`src/rtl/core/assert_macros.svh`:
```
// assertion helpers shared by the core modules
// all of them sample on clk and are held off while rst is high
`ifndef ASSERT_MACROS_SVH
`define ASSERT_MACROS_SVH

// same-cycle implication
`define ASSERT_NOW(label, ante, cons) \
  label: assert property (@(posedge clk) disable iff (rst) (ante) |-> (cons)) \
    else $error("assertion failed");

// next-cycle implication
`define ASSERT_NEXT(label, ante, cons) \
  label: assert property (@(posedge clk) disable iff (rst) (ante) |=> (cons)) \
    else $error("assertion failed");

`endif

```
`src/rtl/core/pps_pkg.sv`:
```
// ----------------------------------------------------------------------------
// pps_pkg
// Types and codes shared by the preemptive priority scheduler core.
// ----------------------------------------------------------------------------
package pps_pkg;

  localparam int TIME_W = 16;
  localparam int BURST_W = 8;
  localparam int PRIO_W = 8;
  localparam int SLOT_FIELD_W = 4;
  localparam int CFG_DATA_W = 8;

  localparam logic [TIME_W-1:0] TIME_MAX = '1;

  // operation codes
  localparam logic OP_LOAD = 1'b0;
  localparam logic OP_TICK = 1'b1;

  // configuration register indexes
  localparam logic REG_DESCENDING = 1'b0;
  localparam logic REG_OVERHEAD = 1'b1;

  typedef struct packed {
    logic                    operation;
    logic [SLOT_FIELD_W-1:0] slot;
    logic [TIME_W-1:0]       arrival_time;
    logic [BURST_W-1:0]      burst_time;
    logic [PRIO_W-1:0]       priority_level;
  } item_t;

  typedef struct packed {
    logic                    ran_valid;
    logic [SLOT_FIELD_W-1:0] ran_slot;
    logic                    in_overhead;
    logic                    completed;
    logic [TIME_W-1:0]       finish_time;
    logic [TIME_W-1:0]       turnaround_time;
    logic [TIME_W-1:0]       waiting_time;
    logic                    all_done;
  } result_t;

  // controller to datapath
  typedef struct packed {
    logic item_latch;
    logic load_wr;
    logic ovh_step;
    logic scan_init;
    logic scan_run;
    logic upd;
    logic calc;
    logic emit;
  } cmd_t;

  // datapath to controller
  typedef struct packed {
    logic op_tick;
    logic ovh_pending;
    logic scan_done;
    logic out_free;
  } status_t;

endpackage

```
`src/rtl/core/pps_ctrl.sv`:
```
// ----------------------------------------------------------------------------
// pps_ctrl
// Sequencer for the scheduler: takes a request, steps the datapath through
// load, overhead or scan/update/calc, then hands the result to the output register.
// ----------------------------------------------------------------------------
`include "assert_macros.svh"

module pps_ctrl (
  input  logic             clk,
  input  logic             rst,
  input  logic             item_valid,
  output logic             item_ready,
  input  pps_pkg::status_t status,
  output pps_pkg::cmd_t    cmd
);

  localparam logic [2:0] S_IDLE = 3'd0;
  localparam logic [2:0] S_LOAD = 3'd1;
  localparam logic [2:0] S_OVH  = 3'd2;
  localparam logic [2:0] S_SCAN = 3'd3;
  localparam logic [2:0] S_UPD  = 3'd4;
  localparam logic [2:0] S_CALC = 3'd5;
  localparam logic [2:0] S_EMIT = 3'd6;

  logic [2:0] state;
  logic [2:0] state_next;

  assign item_ready = (state == S_IDLE);

  always_comb begin
    state_next = state;
    cmd = '0;
    unique case (state)
      S_IDLE: begin
        if (item_valid) begin
          cmd.item_latch = 1'b1;
          if (!status.op_tick) begin
            state_next = S_LOAD;
          end else if (status.ovh_pending) begin
            state_next = S_OVH;
          end else begin
            cmd.scan_init = 1'b1;
            state_next = S_SCAN;
          end
        end
      end
      S_LOAD: begin
        cmd.load_wr = 1'b1;
        state_next = S_EMIT;
      end
      S_OVH: begin
        cmd.ovh_step = 1'b1;
        state_next = S_EMIT;
      end
      S_SCAN: begin
        cmd.scan_run = 1'b1;
        if (status.scan_done) begin
          state_next = S_UPD;
        end
      end
      S_UPD: begin
        cmd.upd = 1'b1;
        state_next = S_CALC;
      end
      S_CALC: begin
        cmd.calc = 1'b1;
        state_next = S_EMIT;
      end
      S_EMIT: begin
        if (status.out_free) begin
          cmd.emit = 1'b1;
          state_next = S_IDLE;
        end
      end
      default: begin
        state_next = S_IDLE;
      end
    endcase
  end

  always_ff @(posedge clk) begin
    if (rst) begin
      state <= S_IDLE;
    end else begin
      state <= state_next;
    end
  end

  `ASSERT_NEXT(a_scan_ends_in_update, (state == S_SCAN) && status.scan_done, state == S_UPD)
  `ASSERT_NEXT(a_emit_waits_for_output, (state == S_EMIT) && !status.out_free, state == S_EMIT)
  `ASSERT_NEXT(a_tick_starts_scan,
               (state == S_IDLE) && item_valid && status.op_tick && !status.ovh_pending,
               state == S_SCAN)

endmodule

```
`src/rtl/core/pps_datapath.sv`:
```
// ----------------------------------------------------------------------------
// pps_datapath
// Process table, slot scan and compare, time keeping, result assembly and
// the output register of the scheduler.
// ----------------------------------------------------------------------------
`include "assert_macros.svh"

module pps_datapath #(
  parameter int MAX_PROCESSES = 16
) (
  input  logic                                clk,
  input  logic                                rst,
  input  pps_pkg::item_t                      item,
  input  logic                                cfg_valid,
  input  logic                                cfg_index,
  input  logic [pps_pkg::CFG_DATA_W-1:0]      cfg_data,
  input  logic                                result_ready,
  output logic                                result_valid,
  output pps_pkg::result_t                    result,
  input  pps_pkg::cmd_t                       cmd,
  output pps_pkg::status_t                    status
);

  localparam int SLOT_W = $clog2(MAX_PROCESSES);
  localparam logic [SLOT_W-1:0] LAST_SLOT = SLOT_W'(MAX_PROCESSES - 1);

  // process table
  logic [pps_pkg::TIME_W-1:0]  arr_mem [MAX_PROCESSES];
  logic [pps_pkg::BURST_W-1:0] bur_mem [MAX_PROCESSES];
  logic [pps_pkg::PRIO_W-1:0]  pri_mem [MAX_PROCESSES];
  logic [pps_pkg::BURST_W-1:0] rem_mem [MAX_PROCESSES];

  logic [MAX_PROCESSES-1:0] loaded;
  logic [MAX_PROCESSES-1:0] work;

  logic                        desc_order;
  logic [pps_pkg::BURST_W-1:0] ovh_ticks;
  logic [pps_pkg::TIME_W-1:0]  cur_time;
  logic [pps_pkg::BURST_W-1:0] ovh_left;

  pps_pkg::item_t   held_item;
  pps_pkg::result_t res;
  pps_pkg::result_t res_out;

  // scan pipeline
  logic [SLOT_W-1:0]           idx;
  logic                        issuing;
  logic                        data_vld;
  logic [SLOT_W-1:0]           data_slot;
  logic [pps_pkg::TIME_W-1:0]  rd_arr;
  logic [pps_pkg::BURST_W-1:0] rd_bur;
  logic [pps_pkg::PRIO_W-1:0]  rd_pri;
  logic [pps_pkg::BURST_W-1:0] rd_rem;

  logic                        best_found;
  logic [SLOT_W-1:0]           best_slot;
  logic [pps_pkg::TIME_W-1:0]  best_arr;
  logic [pps_pkg::BURST_W-1:0] best_bur;
  logic [pps_pkg::PRIO_W-1:0]  best_pri;
  logic [pps_pkg::BURST_W-1:0] best_rem;

  logic [SLOT_W-1:0]           load_slot;
  logic                        load_in_range;
  logic                        load_we;
  logic                        finishing;
  logic                        rem_we;
  logic [SLOT_W-1:0]           rem_addr;
  logic [pps_pkg::BURST_W-1:0] rem_wd;
  logic                        eligible;
  logic                        prio_better;
  logic                        take;
  logic                        issue;
  logic [pps_pkg::TIME_W-1:0]  time_inc;
  logic [pps_pkg::TIME_W:0]    fin_sum;
  logic [pps_pkg::TIME_W-1:0]  fin;
  logic [pps_pkg::TIME_W:0]    tat_diff;
  logic [pps_pkg::TIME_W+1:0]  wt_diff;

  assign load_slot     = SLOT_W'(held_item.slot);
  assign load_in_range = (32'(held_item.slot) < MAX_PROCESSES);
  assign load_we       = cmd.load_wr && load_in_range;
  assign finishing     = best_found && (best_rem == pps_pkg::BURST_W'(1));
  assign issue         = cmd.scan_run && issuing;

  assign rem_we   = load_we || (cmd.upd && best_found);
  assign rem_addr = cmd.load_wr ? load_slot : best_slot;
  assign rem_wd   = cmd.load_wr ? held_item.burst_time : best_rem - pps_pkg::BURST_W'(1);

  assign eligible = data_vld && work[data_slot] && (rd_arr <= cur_time);
  assign prio_better = desc_order ? (rd_pri > best_pri) : (rd_pri < best_pri);
  assign take = eligible &&
                (!best_found || prio_better || ((rd_pri == best_pri) && (rd_bur < best_bur)));

  assign time_inc = (cur_time == pps_pkg::TIME_MAX) ? cur_time
                                                    : cur_time + pps_pkg::TIME_W'(1);
  // finish time saturates at the top of the time range
  assign fin_sum = (pps_pkg::TIME_W+1)'(cur_time) + (pps_pkg::TIME_W+1)'(ovh_ticks)
                 + (pps_pkg::TIME_W+1)'(1);
  assign fin = fin_sum[pps_pkg::TIME_W] ? pps_pkg::TIME_MAX : fin_sum[pps_pkg::TIME_W-1:0];

  assign tat_diff = (pps_pkg::TIME_W+1)'(res.finish_time) - (pps_pkg::TIME_W+1)'(best_arr);
  assign wt_diff  = (pps_pkg::TIME_W+2)'(res.finish_time) - (pps_pkg::TIME_W+2)'(best_arr)
                  - (pps_pkg::TIME_W+2)'(best_bur);

  assign status.op_tick     = (item.operation == pps_pkg::OP_TICK);
  assign status.ovh_pending = (ovh_left != '0);
  assign status.scan_done   = data_vld && (data_slot == LAST_SLOT);
  assign status.out_free    = !result_valid || result_ready;

  // done flag reflects the table after this request's update
  always_comb begin
    res_out          = res;
    res_out.all_done = (|loaded) && !(|work);
  end

  // table writes
  always_ff @(posedge clk) begin
    if (load_we) begin
      arr_mem[load_slot] <= held_item.arrival_time;
      bur_mem[load_slot] <= held_item.burst_time;
      pri_mem[load_slot] <= held_item.priority_level;
    end
    if (rem_we) begin
      rem_mem[rem_addr] <= rem_wd;
    end
  end

  // table reads, one slot per cycle
  always_ff @(posedge clk) begin
    if (issue) begin
      rd_arr    <= arr_mem[idx];
      rd_bur    <= bur_mem[idx];
      rd_pri    <= pri_mem[idx];
      rd_rem    <= rem_mem[idx];
      data_slot <= idx;
    end
  end

  // control state
  always_ff @(posedge clk) begin
    if (rst) begin
      loaded       <= '0;
      work         <= '0;
      desc_order   <= 1'b0;
      ovh_ticks    <= '0;
      cur_time     <= '0;
      ovh_left     <= '0;
      issuing      <= 1'b0;
      data_vld     <= 1'b0;
      best_found   <= 1'b0;
      result_valid <= 1'b0;
    end else begin
      if (cfg_valid) begin
        unique case (cfg_index)
          pps_pkg::REG_DESCENDING: desc_order <= cfg_data[0];
          pps_pkg::REG_OVERHEAD:   ovh_ticks <= cfg_data;
          default:                 desc_order <= desc_order;
        endcase
      end

      if (load_we) begin
        loaded[load_slot] <= 1'b1;
        work[load_slot]   <= (held_item.burst_time != '0);
      end

      if (cmd.ovh_step) begin
        ovh_left <= ovh_left - pps_pkg::BURST_W'(1);
        cur_time <= time_inc;
      end

      if (cmd.upd) begin
        cur_time <= time_inc;
        if (finishing) begin
          work[best_slot] <= 1'b0;
          ovh_left <= ovh_ticks;
        end
      end

      if (cmd.scan_init) begin
        issuing    <= 1'b1;
        data_vld   <= 1'b0;
        best_found <= 1'b0;
      end else begin
        data_vld <= issue;
        if (issue && (idx == LAST_SLOT)) begin
          issuing <= 1'b0;
        end
        if (take) begin
          best_found <= 1'b1;
        end
      end

      result_valid <= cmd.emit || (result_valid && !result_ready);
    end
  end

  // payload registers
  always_ff @(posedge clk) begin
    if (cmd.item_latch) begin
      held_item <= item;
      res       <= '0;
    end
    if (cmd.scan_init) begin
      idx <= '0;
    end else if (issue) begin
      idx <= idx + SLOT_W'(1);
    end
    if (take) begin
      best_slot <= data_slot;
      best_arr  <= rd_arr;
      best_bur  <= rd_bur;
      best_pri  <= rd_pri;
      best_rem  <= rd_rem;
    end
    if (cmd.ovh_step) begin
      res.in_overhead <= 1'b1;
    end
    if (cmd.upd && best_found) begin
      res.ran_valid <= 1'b1;
      res.ran_slot  <= pps_pkg::SLOT_FIELD_W'(best_slot);
      if (finishing) begin
        res.completed   <= 1'b1;
        res.finish_time <= fin;
      end
    end
    if (cmd.calc && res.completed) begin
      res.turnaround_time <= tat_diff[pps_pkg::TIME_W] ? '0 : tat_diff[pps_pkg::TIME_W-1:0];
      res.waiting_time    <= (tat_diff[pps_pkg::TIME_W] || wt_diff[pps_pkg::TIME_W+1]) ? '0
                             : wt_diff[pps_pkg::TIME_W-1:0];
    end
    if (cmd.emit) begin
      result <= res_out;
    end
  end

  `ASSERT_NOW(a_work_only_on_loaded, 1'b1, (work & ~loaded) == '0)
  `ASSERT_NOW(a_completion_has_runner, result_valid && result.completed, result.ran_valid)
  `ASSERT_NOW(a_overhead_runs_nothing, result_valid && result.in_overhead,
              !result.ran_valid && !result.completed)

endmodule

```
`src/rtl/core/preemptive_priority_scheduler_core.sv`:
```
// A load request writes one process slot (arrival, burst, priority) if the slot
// is below MAX_PROCESSES; a tick request during switch overhead takes one overhead
// step. A tick request that schedules goes through scan, update and calc: the
// process table is a single-read-port memory and the scan reads one slot per cycle,
// keeping the best eligible entry (best priority, then shorter burst, then lower slot).
// Each request yields exactly one result; a result held in the output register
// does not stop the next request from being accepted and worked on.
// ----------------------------------------------------------------------------
// preemptive_priority_scheduler_core
// Top level: controller and datapath of the preemptive priority scheduler.
// ----------------------------------------------------------------------------
module preemptive_priority_scheduler_core #(
  parameter int MAX_PROCESSES = 16
) (
  input  logic                           clk,
  input  logic                           rst,
  input  logic                           item_valid,
  output logic                           item_ready,
  input  pps_pkg::item_t                 item,
  output logic                           result_valid,
  input  logic                           result_ready,
  output pps_pkg::result_t               result,
  input  logic                           cfg_valid,
  output logic                           cfg_ready,
  input  logic                           cfg_index,
  input  logic [pps_pkg::CFG_DATA_W-1:0] cfg_data
);

  pps_pkg::cmd_t    cmd;
  pps_pkg::status_t status;

  // registers are to be written only while idle (the user's rule; the block does not enforce it), so writes never stall
  assign cfg_ready = 1'b1;

  pps_ctrl u_ctrl (
    .clk        (clk),
    .rst        (rst),
    .item_valid (item_valid),
    .item_ready (item_ready),
    .status     (status),
    .cmd        (cmd)
  );

  pps_datapath #(
    .MAX_PROCESSES (MAX_PROCESSES)
  ) u_datapath (
    .clk          (clk),
    .rst          (rst),
    .item         (item),
    .cfg_valid    (cfg_valid),
    .cfg_index    (cfg_index),
    .cfg_data     (cfg_data),
    .result_ready (result_ready),
    .result_valid (result_valid),
    .result       (result),
    .cmd          (cmd),
    .status       (status)
  );

endmodule
```
`config.mk`:
```
export PLATFORM = sky130hd
export DESIGN_NAME = preemptive_priority_scheduler_core
export DESIGN_NICKNAME = d
export VERILOG_FILES = /design/src/rtl/core/pps_pkg.sv /design/src/rtl/core/pps_ctrl.sv /design/src/rtl/core/pps_datapath.sv /design/src/rtl/core/preemptive_priority_scheduler_core.sv
export VERILOG_INCLUDE_DIRS = /design/src /design/src/rtl/core
export SDC_FILE = /design/constraint.sdc
export NUM_CORES = 1
export LEC_CHECK = 0
export ABC_AREA = 1
export BUFFER_PORTS_ARGS = -buffer_cell sky130_fd_sc_hd__buf_2
export CAP_MARGIN = 20
export CELL_PAD_IN_SITES_DETAIL_PLACEMENT = 0
export CELL_PAD_IN_SITES_GLOBAL_PLACEMENT = 1
export CORE_AREA = 2 2 336 338
export DETAILED_ROUTE_END_ITERATION = 7
export DIE_AREA = 0 0 338 340
export GPL_TIMING_DRIVEN = 0
export MAX_ROUTING_LAYER = met4
export PLACE_DENSITY = 0.58
export SETUP_SLACK_MARGIN = 0.5
export SLEW_MARGIN = 10
export SYNTH_ARGS = -nofsm -noshare
export SYNTH_HDL_FRONTEND = slang
export SYNTH_SLANG_ARGS = --single-unit
```
`constraint.sdc`:
```
create_clock -name clk -period 5.3 [get_ports clk]
set_clock_uncertainty 0.05 [all_clocks]
set_input_delay 0.265 -clock clk [delete_from_list [all_inputs] [get_ports clk]]
set_output_delay 0.265 -clock clk [all_outputs]
set_load 0.02 [all_outputs]
```
==> results of run 1 <==
## power breakdown
part	switching [uW]	total, uW	internal (uW)
clock	3050	7390	4340
sequential	448	9440	8990
combinational	3020	4040	1020
## per-layer routing
metal	up-vias	global-route usage, %	share of wire (%)
met5	-	-	0
met4	0	7.94	4.0
li1	12200	-	-
met3	222	3.08	5.4
met2	783	32.9	47
met1	12400	26.9	44
## cells in the final DEF, fill, tap and decap left out, types with 67 or more instances in the layout
cell,synthesis,layout
edfxtp_1,856,856
nor2_1,495,493
o21ai_0,406,400
nand2_1,348,347
inv_1,208,192
clkbuf_1,124,142
nand3_1,130,130
buf_2,12,119
clkbuf_16,0,108
o22ai_1,96,96
dfxtp_1,95,95
a21oi_1,69,68
ha_1,68,68
o221ai_1,67,67
## final timing paths
check | from | end | slack, ps | depth (start not counted)
worst max-delay path | u_datapath.res[33] | u_datapath.res[10] | 1190 | 22
worst min-delay path | rst | u_datapath.work[4] | 60 | 2
worst max register to register | u_datapath.res[33] | u_datapath.res[10] | 1190 | 22
worst min register to register | u_datapath.res[18] | u_datapath.result[18] | 360 | 0
## per-stage QoR
stage | instances | total power, uW | utilization (%)
5_1_grt | 5075 | 21800 | 41.0
4_1_cts | 5074 | 21100 | 41.0
6_report | 5075 | 20900 | 41.0
2_1_floorplan | 3192 | 11600 | -
3_5_place_dp | 4831 | 13600 | 37.4
3_3_place_gp | 4799 | 13600 | 36.9
## logic make-up (layout without fill, tap and decap cells)
family	after synthesis	after routing	share of synthesized area [%]
AOI/OAI and AO/OA	715	715	10.7
xor gates and xnor gates	23	23	0.520
adders and majority gates	71	71	2.35
buffers and inverters	360	742	3.60
DFF	951	951	71.3
other	1	2	0.00968
and+or+nand+nor	1071	1071	11.5
## registers in the layout, summed over array words and instances, names as in the netlist, 16 cells and up
signal,cells
u_datapath.arr_mem,256
u_datapath.bur_mem,128
u_datapath.pri_mem,128
u_datapath.rem_mem,128
u_datapath.result,56
u_datapath.res,55
u_datapath.held_item,32
u_datapath.best_arr,16
u_datapath.cur_time,16
u_datapath.loaded,16
u_datapath.rd_arr,16
u_datapath.work,16
## area by class of cell
type / count / area [um2]
flip-flops and latches: 951 / 27600
diodes: 1 / 2.50
repair buffers: 190 / 1560
clock inverters: 60 / 628
clock buffers: 132 / 2850
multi-input cells: 1881 / 9780
inverters: 212 / 798
plain buffers: 148 / 598
fillers: 10700 / 65900
well taps: 1500 / 1880
==> results.tsv, run 1 <==
stage	metric	value	unit
detailed_routing	Via Count	25600	
die	Die Height	340	um
global_route	first-pass GRT wire length	168000	um
worst_setup_path	Worst Path Arrival	4460	ps
worst_setup_path	critical path's slowest cell	fa_1	
yosys	register area share after synthesis	71.3	%
sta	Final Cycle Share	77.5	%
sta	fmax	243	MHz
sta	fin crit period	4110	ps
yosys	cell with the most instances after synthesis	edfxtp_1	
global_route	initial antenna violation count	6	
yosys	top_reg_cell synth	edfxtp_1	
die	Core Region	112000	um2
sta	Worst Max-Slew Pin Slew	1180	ps
yosys	Post-synth EDFFs	856	
worst_setup_path	CP top delay family	simple AND/OR/NAND/NOR gates	
die	die area	115000	um2
pwr	PD cells	457	nW/um2
die	DIE WIDTH	338	um
outcome	status	completed	
sta	Hold WS	61.4	ps
detailed_routing	Residual DRC	0	
detailed_routing	final WL	116000	um
sta	Max Slew Vio Count	0	
clock_tree	Inserted Clock Buffers	104	
yosys	Avg Cell Area, Syn	12.1	um2
sta	post-layout worst setup margin	1190	ps
layout	nets@finish	3610	
placed_design	Final HPWL DP	79900	um
yosys	Synthesized Nets	3314	
placed_design	Port-buffer cells	107	
die	Initial Util	34.7	%
clock_tree	Worst-Skew Late Latency	700	ps
clock_tree	CTS resizes	0	
detailed_routing	Vias/cell	5.04	
yosys	yosys synthesis warning count	0	
global_route	Overflow after GRT	0	
die	# rows	123	
sta	RSZ-0062 raised after global routing	false	
placed_design	Post-Place Worst Slack	1260	ps
detailed_routing	Post-DRT Antenna Nets	0	
clock_tree	# hold bufs at CTS	51	
yosys	synthesized netlist cell count	3192	
worst_setup_path	CP Max Fanout	10	
worst_hold_path	worst hold path class	input port to flip-flop	
detailed_routing	1st-iter DRT viols	2294	
worst_setup_path	CP Class	flip-flop to flip-flop	
worst_setup_path	Worst setup EP type	flip-flop	
global_route	total track usage	20.7	%
placed_design	placed cell areas	41700	um2
layout	Final Cell Area	45700	um2
clock_tree	CTS max path bufs	3	
worst_setup_path	WP buf/inv	4	
clock_tree	Reg clk slew, reported paths	60	ps
worst_setup_path	CP most frequent cell	nand2_1	
worst_setup_path	worst-path cell chain	inv_1 -> ha_1 -> fa_1 -> inv_1 -> nand3_1 -> nand2_2 -> nand2_1 -> nand2_2 -> xor2_1 -> ha_1 -> a21o_1 -> a21oi_1 -> nand2_1 -> nand2_1 -> inv_1 -> nor2_2 -> nand2_1 -> nor2_1 -> nand2_2 -> nand2_4 -> buf_12 -> nor2_2	
detailed_routing	Pre-antenna DRT Iters	6	
clock_tree	clock sink total	951	
clock_tree	CTS tree	done	
placed_design	GP Congestion	0.842	
pwr	VDD IR max	0.000287	V
yosys	area leader, netlist	edfxtp_1	
pwr	Static Leak	0.0160	uW
worst_setup_path	Crit path required time	5650	ps
yosys	largest cells by area after synthesis	edfxtp_1, o21ai_0, dfxtp_1, nor2_1, nand2_1	
layout	layout cell share with drive strength beyond 1	10.8	%
die	Ports	110	
yosys	Cell Area, Synth	38700	um2
detailed_routing	routed len/inst	22.9	um
clock_tree	Clk Tree Root Cell	clkbuf_16	
yosys	async set-reset flop share out of synthesis	0	%
yosys	synthesized flop and latch total	951	
sta	Setup TNS Final	0	ps
global_route	largest net degree at the start of global routing	36	
worst_setup_path	CP Launch Type	flip-flop	
flow_run	Max Cap Viol	0	
yosys	post-synth top area share	66.4	%
clock_tree	H-tree lvl count	3	
clock_tree	post-CTS setup buffer count	0	
yosys	Netlist cell types	56	
sta	Max-slew headroom	20.2	%
yosys	synth cell count leaders	edfxtp_1, nor2_1, o21ai_0	
layout	area delta synth->final	18.0	%
worst_setup_path	CP peak stage delay	460	ps
sta	endpoints failing hold	0	
sta	Final Setup Violations	0	
global_route	number of global-route vias before repair	24900	
(Power assumes the default switching activity.)
==> run 2: changes to the inputs <==
--- a/config.mk
+++ b/config.mk
@@ -16,7 +16,7 @@
 export DIE_AREA = 0 0 338 340
 export GPL_TIMING_DRIVEN = 0
 export MAX_ROUTING_LAYER = met4
-export PLACE_DENSITY = 0.58
+export PLACE_DENSITY = 0.6
 export SETUP_SLACK_MARGIN = 0.5
 export SLEW_MARGIN = 10
 export SYNTH_ARGS = -nofsm -noshare
==> constraint.sdc (replaced) <==
create_clock -name clk -period 3.7 [get_ports clk]
set_clock_uncertainty 0.05 [all_clocks]
set_input_delay 0.185 -clock clk [delete_from_list [all_inputs] [get_ports clk]]
set_output_delay 0.185 -clock clk [all_outputs]
set_load 0.02 [all_outputs]
==> results.tsv, run 2 (same netlist as run 1, synthesis figures left out) <==
stage	metric	value	unit	change
outcome	status	completed		
detailed_routing	Residual DRC	0		unchanged
clock_tree	Clk Tree Root Cell	clkbuf_16		
layout	nets@finish	3641		+0.86%
pwr	Pint	20100	uW	+40%
pwr	clock power share	34.2	%	-1.2 points
sta	endpoints failing hold	0		unchanged
placed_design	Port-buffer cells	107		unchanged
layout	multi-input logic area	10100	um2	+3.3%
clock_tree	CTS tree	done		
placed_design	GP Congestion	0.832		-1.2%
die	# rows	123		unchanged
worst_setup_path	worst-path cell chain	ha_4 -> fa_2 -> inv_2 -> nand3_2 -> nand2_4 -> nand2_4 -> nand2_4 -> xor2_4 -> ha_4 -> a21o_1 -> a21oi_2 -> nand2_2 -> nand2_2 -> inv_2 -> nor2_4 -> nand2_2 -> nor2_2 -> nand2_2 -> nand2_4 -> buf_12 -> buf_12 -> nor2_2		
die	Ports	110		unchanged
detailed_routing	Via Count	25700		+0.58%
clock_tree	Inserted Clock Buffers	104		unchanged
die	die area	115000	um2	unchanged
layout	Filler Cells Inserted	10600		-0.90%
pwr	Sw Ratio	31.5	%	+0.24 points
clock_tree	H-tree lvl count	3		unchanged
pwr	Reg power frac	46.0	%	+0.8 points
placed_design	dpl cells	4830		-0.021%
sta	Max Slew Vio Count	0		unchanged
layout	layout cell share with drive strength beyond 1	12.9	%	+2.1 points
placed_design	placed cell areas	41700	um2	about the same
clock_tree	CTS max path bufs	3		unchanged
global_route	first-pass GRT wire length	166000	um	-1.1%
pwr	combinational share of power	19.8	%	+0.4 points
clock_tree	Worst-Skew Late Latency	680	ps	-20 ps
layout	area delta synth->final	19.2	%	
detailed_routing	final WL	115000	um	-1.2%
layout	Biggest register	u_datapath.arr_mem		
pwr	P_sw	9250	uW	+42%
pwr	PD cells	637	nW/um2	+39%
sta	Max-slew headroom	30.0	%	+9.8 points
placed_design	Final HPWL DP	79300	um	-0.76%
worst_setup_path	worst reg-to-reg path cell count	22		unchanged
global_route	total track usage	20.4	%	-0.34 points
sta	RSZ-0062 raised after global routing	true		
detailed_routing	Post-DRT Antenna Nets	0		unchanged
worst_setup_path	Critical R2R Capture	u_datapath.res[8]		
layout	most frequent cells in the layout	edfxtp_1, nor2_1, o21ai_0, nand2_1, inv_1		
die	Die Height	340	um	unchanged
detailed_routing	Pre-antenna DRT Iters	5		-1
sta	Setup TNS Final	0	ps	unchanged
worst_setup_path	flop-to-flop setup slack	360	ps	-830 ps
worst_setup_path	CP peak stage delay	410	ps	-50 ps
sta	Final Setup Violations	0		unchanged
worst_setup_path	Worst Path Arrival	3690	ps	-770 ps
pwr	VDD IR max	0.000368	V	+28%
pwr	Final Total Pwr	29400	uW	+41%
global_route	number of global-route vias before repair	25200		+1.4%
worst_setup_path	critical path's slowest cell	edfxtp_1		
die	Initial Util	34.7	%	unchanged
worst_hold_path	WHS Path Cells	3		+1
detailed_routing	Vias/cell	5.04		about the same
worst_setup_path	Crit path required time	4050	ps	-1600 ps
layout	FF+latch area	27600	um2	about the same
worst_setup_path	Worst setup EP type	flip-flop		
worst_hold_path	worst hold path class	input port to flip-flop		
worst_setup_path	CP Max Fanout	5		-5
global_route	largest net degree at the start of global routing	34		-5.6%
pwr	Static Leak	0.0161	uW	+0.82%
die	Core Region	112000	um2	unchanged
sta	fin crit period	3340	ps	-773 ps
worst_setup_path	CP Class	flip-flop to flip-flop		
layout	Largest register FFs	256		unchanged
layout	commonest non-fill, non-tap cell in the layout	edfxtp_1		
layout	Final Cell Area	46200	um2	+1.0%
clock_tree	clock sink total	951		unchanged
sta	fmax	300	MHz	+23%
sta	Worst Max-Slew Pin Slew	1050	ps	-135 ps
global_route	initial antenna violation count	3		-3
worst_setup_path	worst r2r src	u_datapath.best_arr[0]		
flow_run	Max Cap Viol	0		unchanged
worst_hold_path	min-delay src	cfg_index		
detailed_routing	1st-iter DRT viols	2139		-6.8%
die	DIE WIDTH	338	um	unchanged
worst_setup_path	CP Launch Type	flip-flop		
layout	final instance count without filler cells	5108		+0.65%
detailed_routing	routed len/inst	22.5	um	-1.8%
global_route	Overflow after GRT	0		unchanged
clock_tree	Reg clk slew, reported paths	60	ps	about the same
worst_hold_path	Min-Delay Endpoint	u_datapath.ovh_ticks[0]		
sta	Final Cycle Share	90.2	%	+13 points
-- run 2: cell types whose count changed in the layout (fill, tap and decap cells not counted), moves of 6 or more --
cell and change:
ha_1 -8, nor2_2 +6, clkinv_2 -6, nand3_1 -6, buf_4 +20, dfxtp_1 -7
clkbuf_1 +11, nor2_1 -19, buf_6 +6, nor2_4 +13, nand2_1 -6
-- run 2: worst max-delay path by stage --
stage | startpoint | end | slack, ps | cells after the start
floorplan | u_datapath.best_arr[0] | u_datapath.res[13] | 510 | 21
global route | u_datapath.best_arr[0] | u_datapath.res[8] | 190 | 22
global placement | u_ctrl.state[1] | u_datapath.work[3] | -2400 | 7
finish | u_datapath.best_arr[0] | u_datapath.res[8] | 360 | 22
detailed placement | u_datapath.res[33] | u_datapath.res[8] | -290 | 22
CTS | u_datapath.best_arr[0] | u_datapath.res[8] | 360 | 22
-- run 2: repair_timing --
action / 4_1_cts / 5_1_grt
hold buffers: 52 / 0
resized for setup: 58 / 35
endpoints found under the hold margin: 63 / 0
setup endpoints to repair: 108 / 222
pin swaps: 12 / 7
cloned: 1 / 0
setup buffers: 26 / 4
-- run 2: power groups by stage --
| stage | sequential, uW | combinational [uW] | clock, uW |
|---|---|---|---|
| after floorplan | 13500 | 3170 | 0 |
| after global placement | 13800 | 5580 | 0 |
| after detailed placement | 13700 | 5750 | 0 |
| after CTS | 13500 | 5820 | 10200 |
| after global routing | 13600 | 6380 | 10600 |
| final | 13500 | 5820 | 10000 |
-- run 2: metal layers --
metal  track usage, %  up-vias  wire (um)
met4             6.81        0       3770
met1             26.4    12600      49900
met5                -        -          0
met3             3.30      210       6330
li1                 -    12200          -
met2             32.6      743      54700
-- run 2: worst max-delay path: cells and delay by family, from the launching register on --
kind / cells / cell delay [ps]
AO/OA/AOI/OAI: 2 / 300
XOR/XNOR: 1 / 210
adder cells (fa/ha/maj): 3 / 770
buffers and inverters: 4 / 350
flip-flops: 1 / 410
AND/OR/NAND/NOR: 12 / 980
-- run 2: layout make-up --
cell class                      count  share of cell area, %
Sequential cell                   951                   59.8
Multi-Input combinational cell   1881                   21.9
Clock buffer                      144                   6.15
Tap cell                         1500                   4.07
Timing Repair Buffer              221                   4.04
Inverter                          212                   1.73
Buffer                            148                   1.31
Clock inverter                     50                  0.981
Antenna cell                        1                0.00542
-- run 2: through the flow --
step	utilization [%]	hold slack [ps]	setup WS (ps)
floorplan	-	234	508
global placement	36.9	311	-2400
detailed placement	37.4	313	-293
CTS	41.2	18.0	362
global route	41.4	80.0	191
finish	41.4	41.8	363
==> run 3: changes to the inputs <==
--- a/config.mk
+++ b/config.mk
@@ -14,7 +14,6 @@
 export CORE_AREA = 2 2 336 338
 export DETAILED_ROUTE_END_ITERATION = 7
 export DIE_AREA = 0 0 338 340
-export GPL_TIMING_DRIVEN = 0
 export MAX_ROUTING_LAYER = met4
 export PLACE_DENSITY = 0.6
 export SETUP_SLACK_MARGIN = 0.5
==> constraint.sdc (replaced) <==
create_clock -name clk -period 3.7 [get_ports clk]
set_clock_uncertainty 0.05 [all_clocks]
set_input_delay 0.37 -clock clk [delete_from_list [all_inputs] [get_ports clk]]
set_output_delay 0.37 -clock clk [all_outputs]
set_load 0.02 [all_outputs]
==> results.tsv, run 3 (same netlist as run 1, synthesis figures left out) <==
stage	metric	value	unit	change
outcome	status	completed		
pwr	clock power share	35.2	%	+1.0 points
global_route	largest net degree at the start of global routing	193		+470%
worst_hold_path	WHS Path Cells	4		+1
clock_tree	Inserted Clock Buffers	103		-0.96%
die	Ports	110		unchanged
detailed_routing	Via Count	24900		-3.0%
sta	RSZ-0062 raised after global routing	true		
pwr	P_sw	8400	uW	-9.2%
worst_hold_path	min-delay src	item[36]		
die	DIE WIDTH	338	um	unchanged
die	die area	115000	um2	unchanged
worst_setup_path	CP most frequent cell	nand2_2		
layout	area delta synth->final	18.0	%	
clock_tree	H-tree lvl count	3		unchanged
layout	Largest register FFs	256		unchanged
sta	Max-slew headroom	34.6	%	+4.5 points
global_route	number of global-route vias before repair	24400		-3.4%
worst_setup_path	critical path's slowest cell	edfxtp_1		
pwr	combinational share of power	18.1	%	-1.7 points
layout	nets@finish	3542		-2.7%
pwr	Sw Ratio	29.4	%	-2.1 points
die	Core Region	112000	um2	unchanged
worst_hold_path	worst hold path class	input port to flip-flop		
detailed_routing	Post-DRT Antenna Nets	0		unchanged
worst_setup_path	worst r2r src	u_datapath.best_arr[0]		
flow_run	Max Cap Viol	0		unchanged
sta	Max Slew Vio Count	0		unchanged
global_route	Overflow after GRT	0		unchanged
clock_tree	Reg clk slew, reported paths	60	ps	about the same
placed_design	GP Congestion	0.817		-1.9%
die	# rows	123		unchanged
clock_tree	CTS max path bufs	3		unchanged
layout	commonest non-fill, non-tap cell in the layout	edfxtp_1		
detailed_routing	Vias/cell	4.99		-0.93%
worst_setup_path	Critical R2R Capture	u_datapath.res[13]		
worst_setup_path	CP Class	flip-flop to flip-flop		
pwr	Static Leak	0.0161	uW	-0.17%
pwr	Pint	20200	uW	+0.40%
layout	most frequent cells in the layout	edfxtp_1, nor2_1, o21ai_0, nand2_1, inv_1		
sta	Setup TNS Final	0	ps	unchanged
sta	fin crit period	3150	ps	-183 ps
clock_tree	CTS tree	done		
sta	Final Setup Violations	0		unchanged
sta	fmax	317	MHz	+5.8%
layout	utilization after layout	41.0	%	-0.42 points
global_route	total track usage	18.9	%	-1.4 points
detailed_routing	Residual DRC	0		unchanged
detailed_routing	final WL	106000	um	-7.4%
worst_setup_path	CP Max Fanout	6		+1
clock_tree	Clk Tree Root Cell	clkbuf_16		
worst_setup_path	Worst setup EP type	flip-flop		
detailed_routing	1st-iter DRT viols	1879		-12%
placed_design	Port-buffer cells	108		+0.93%
layout	layout cell share with drive strength beyond 1	13.5	%	+0.60 points
worst_hold_path	Min-Delay Endpoint	u_ctrl.state[0]		
worst_setup_path	worst reg-to-reg path cell count	20		-9.1%
clock_tree	Worst-Skew Late Latency	670	ps	about the same
pwr	PD cells	626	nW/um2	-1.6%
detailed_routing	Pre-antenna DRT Iters	6		+1
worst_setup_path	CP top delay family	simple AND/OR/NAND/NOR gates		
worst_setup_path	CP Launch Type	flip-flop		
worst_setup_path	WP buf/inv	2		-2
layout	Biggest register	u_datapath.arr_mem		
clock_tree	clock sink total	951		unchanged
die	Die Height	340	um	unchanged
pwr	Reg power frac	46.7	%	+0.7 points
worst_setup_path	Crit path required time	4050	ps	about the same
worst_setup_path	worst-path cell chain	ha_2 -> fa_2 -> inv_2 -> nand3_2 -> nand2_2 -> nand2_1 -> nand2_2 -> xor2_4 -> ha_4 -> a21o_1 -> a21oi_2 -> nand2_1 -> nand2_2 -> inv_2 -> nor2_4 -> nand2_2 -> nor2_4 -> nand2_4 -> nand2_8 -> nor2_4		
placed_design	Final HPWL DP	65000	um	-18%
worst_setup_path	flop-to-flop setup slack	550	ps	+180 ps
detailed_routing	routed len/inst	21.3	um	-5.4%
global_route	initial antenna violation count	0		-3
worst_setup_path	CP peak stage delay	370	ps	-40 ps
sta	endpoints failing hold	0		unchanged
worst_setup_path	Worst Path Arrival	3510	ps	-180 ps
pwr	VDD IR max	0.000712	V	+93%
sta	Worst Max-Slew Pin Slew	982	ps	-67.7 ps
die	Initial Util	34.7	%	unchanged
global_route	first-pass GRT wire length	157000	um	-5.2%
sta	Final Cycle Share	85.2	%	-5.0 points
-- run 3: timing repair --
action                                  in CTS  in global routing
endpoints found under the hold margin       47                  0
cloned                                       1                  0
resized for setup                           15                 24
pin swaps                                   11                 10
endpoints found under the setup margin      16                 16
hold buffers                                48                  0
buffers inserted                            12                  5
-- run 3: worst max-delay path by stage --
| stage | cells after the start | slack (ps) | endpoint | startpoint |
|---|---|---|---|---|
| 2_1_floorplan | 21 | 510 | u_datapath.res[13] | u_datapath.best_arr[0] |
| 3_3_place_gp | 20 | 170 | u_datapath.res[12] | u_datapath.best_arr[0] |
| 3_5_place_dp | 20 | 140 | u_datapath.res[12] | u_datapath.best_arr[0] |
| 4_1_cts | 20 | 520 | u_datapath.res[5] | u_datapath.best_arr[0] |
| 5_1_grt | 20 | 360 | u_datapath.res[10] | u_datapath.best_arr[0] |
| 6_report | 20 | 550 | u_datapath.res[13] | u_datapath.best_arr[0] |
-- run 3: per-stage QoR --
step | hold WS (ps) | worst slack [ps] | total power [uW] | instance area [um2] | cells
3_3_place_gp | 350 | 171 | 18800 | 41600 | 4748
5_1_grt | 75.5 | 358 | 29900 | 45700 | 4999
4_1_cts | 31.5 | 518 | 29000 | 45500 | 4994
3_5_place_dp | 355 | 140 | 18800 | 41600 | 4749
6_report | 79.9 | 546 | 28600 | 45700 | 5000
2_1_floorplan | 350 | 508 | 16700 | 38800 | 3192
-- run 3: layer usage --
metal  vias to the layer above  global-route usage [%]  part of all wire, %
li1                      12000                       -                    -
met1                     12300                    24.2                   44
met2                       551                    31.2                   49
met3                       152                    2.69                  4.3
met4                         0                    5.61                  2.6
met5                         -                       -                    0
-- run 3: worst min-delay path, cell delays in order --
cell	delay [ps]
buf_2	110
inv_1	70
o31ai_1	70
a21oi_1	110
-- run 3: layout make-up --
class                           count  area [um2]
Tap cell                         1500        1880
Fill cell                       10600       65900
Clock buffer                      133        2830
Inverter                          212         806
Sequential cell                   951       27600
Antenna cell                        1        2.50
Clock inverter                     51         468
Multi-Input combinational cell   1882        9980
Timing Repair Buffer              270        2110
-- run 3: power groups by stage --
stage	registers [uW]	clock network, uW	logic, uW
3_5_place_dp	13600	0	5200
6_report	13400	10100	5180
5_1_grt	13500	10700	5760
2_1_floorplan	13500	0	3170
4_1_cts	13400	10300	5250
3_3_place_gp	13600	0	5200
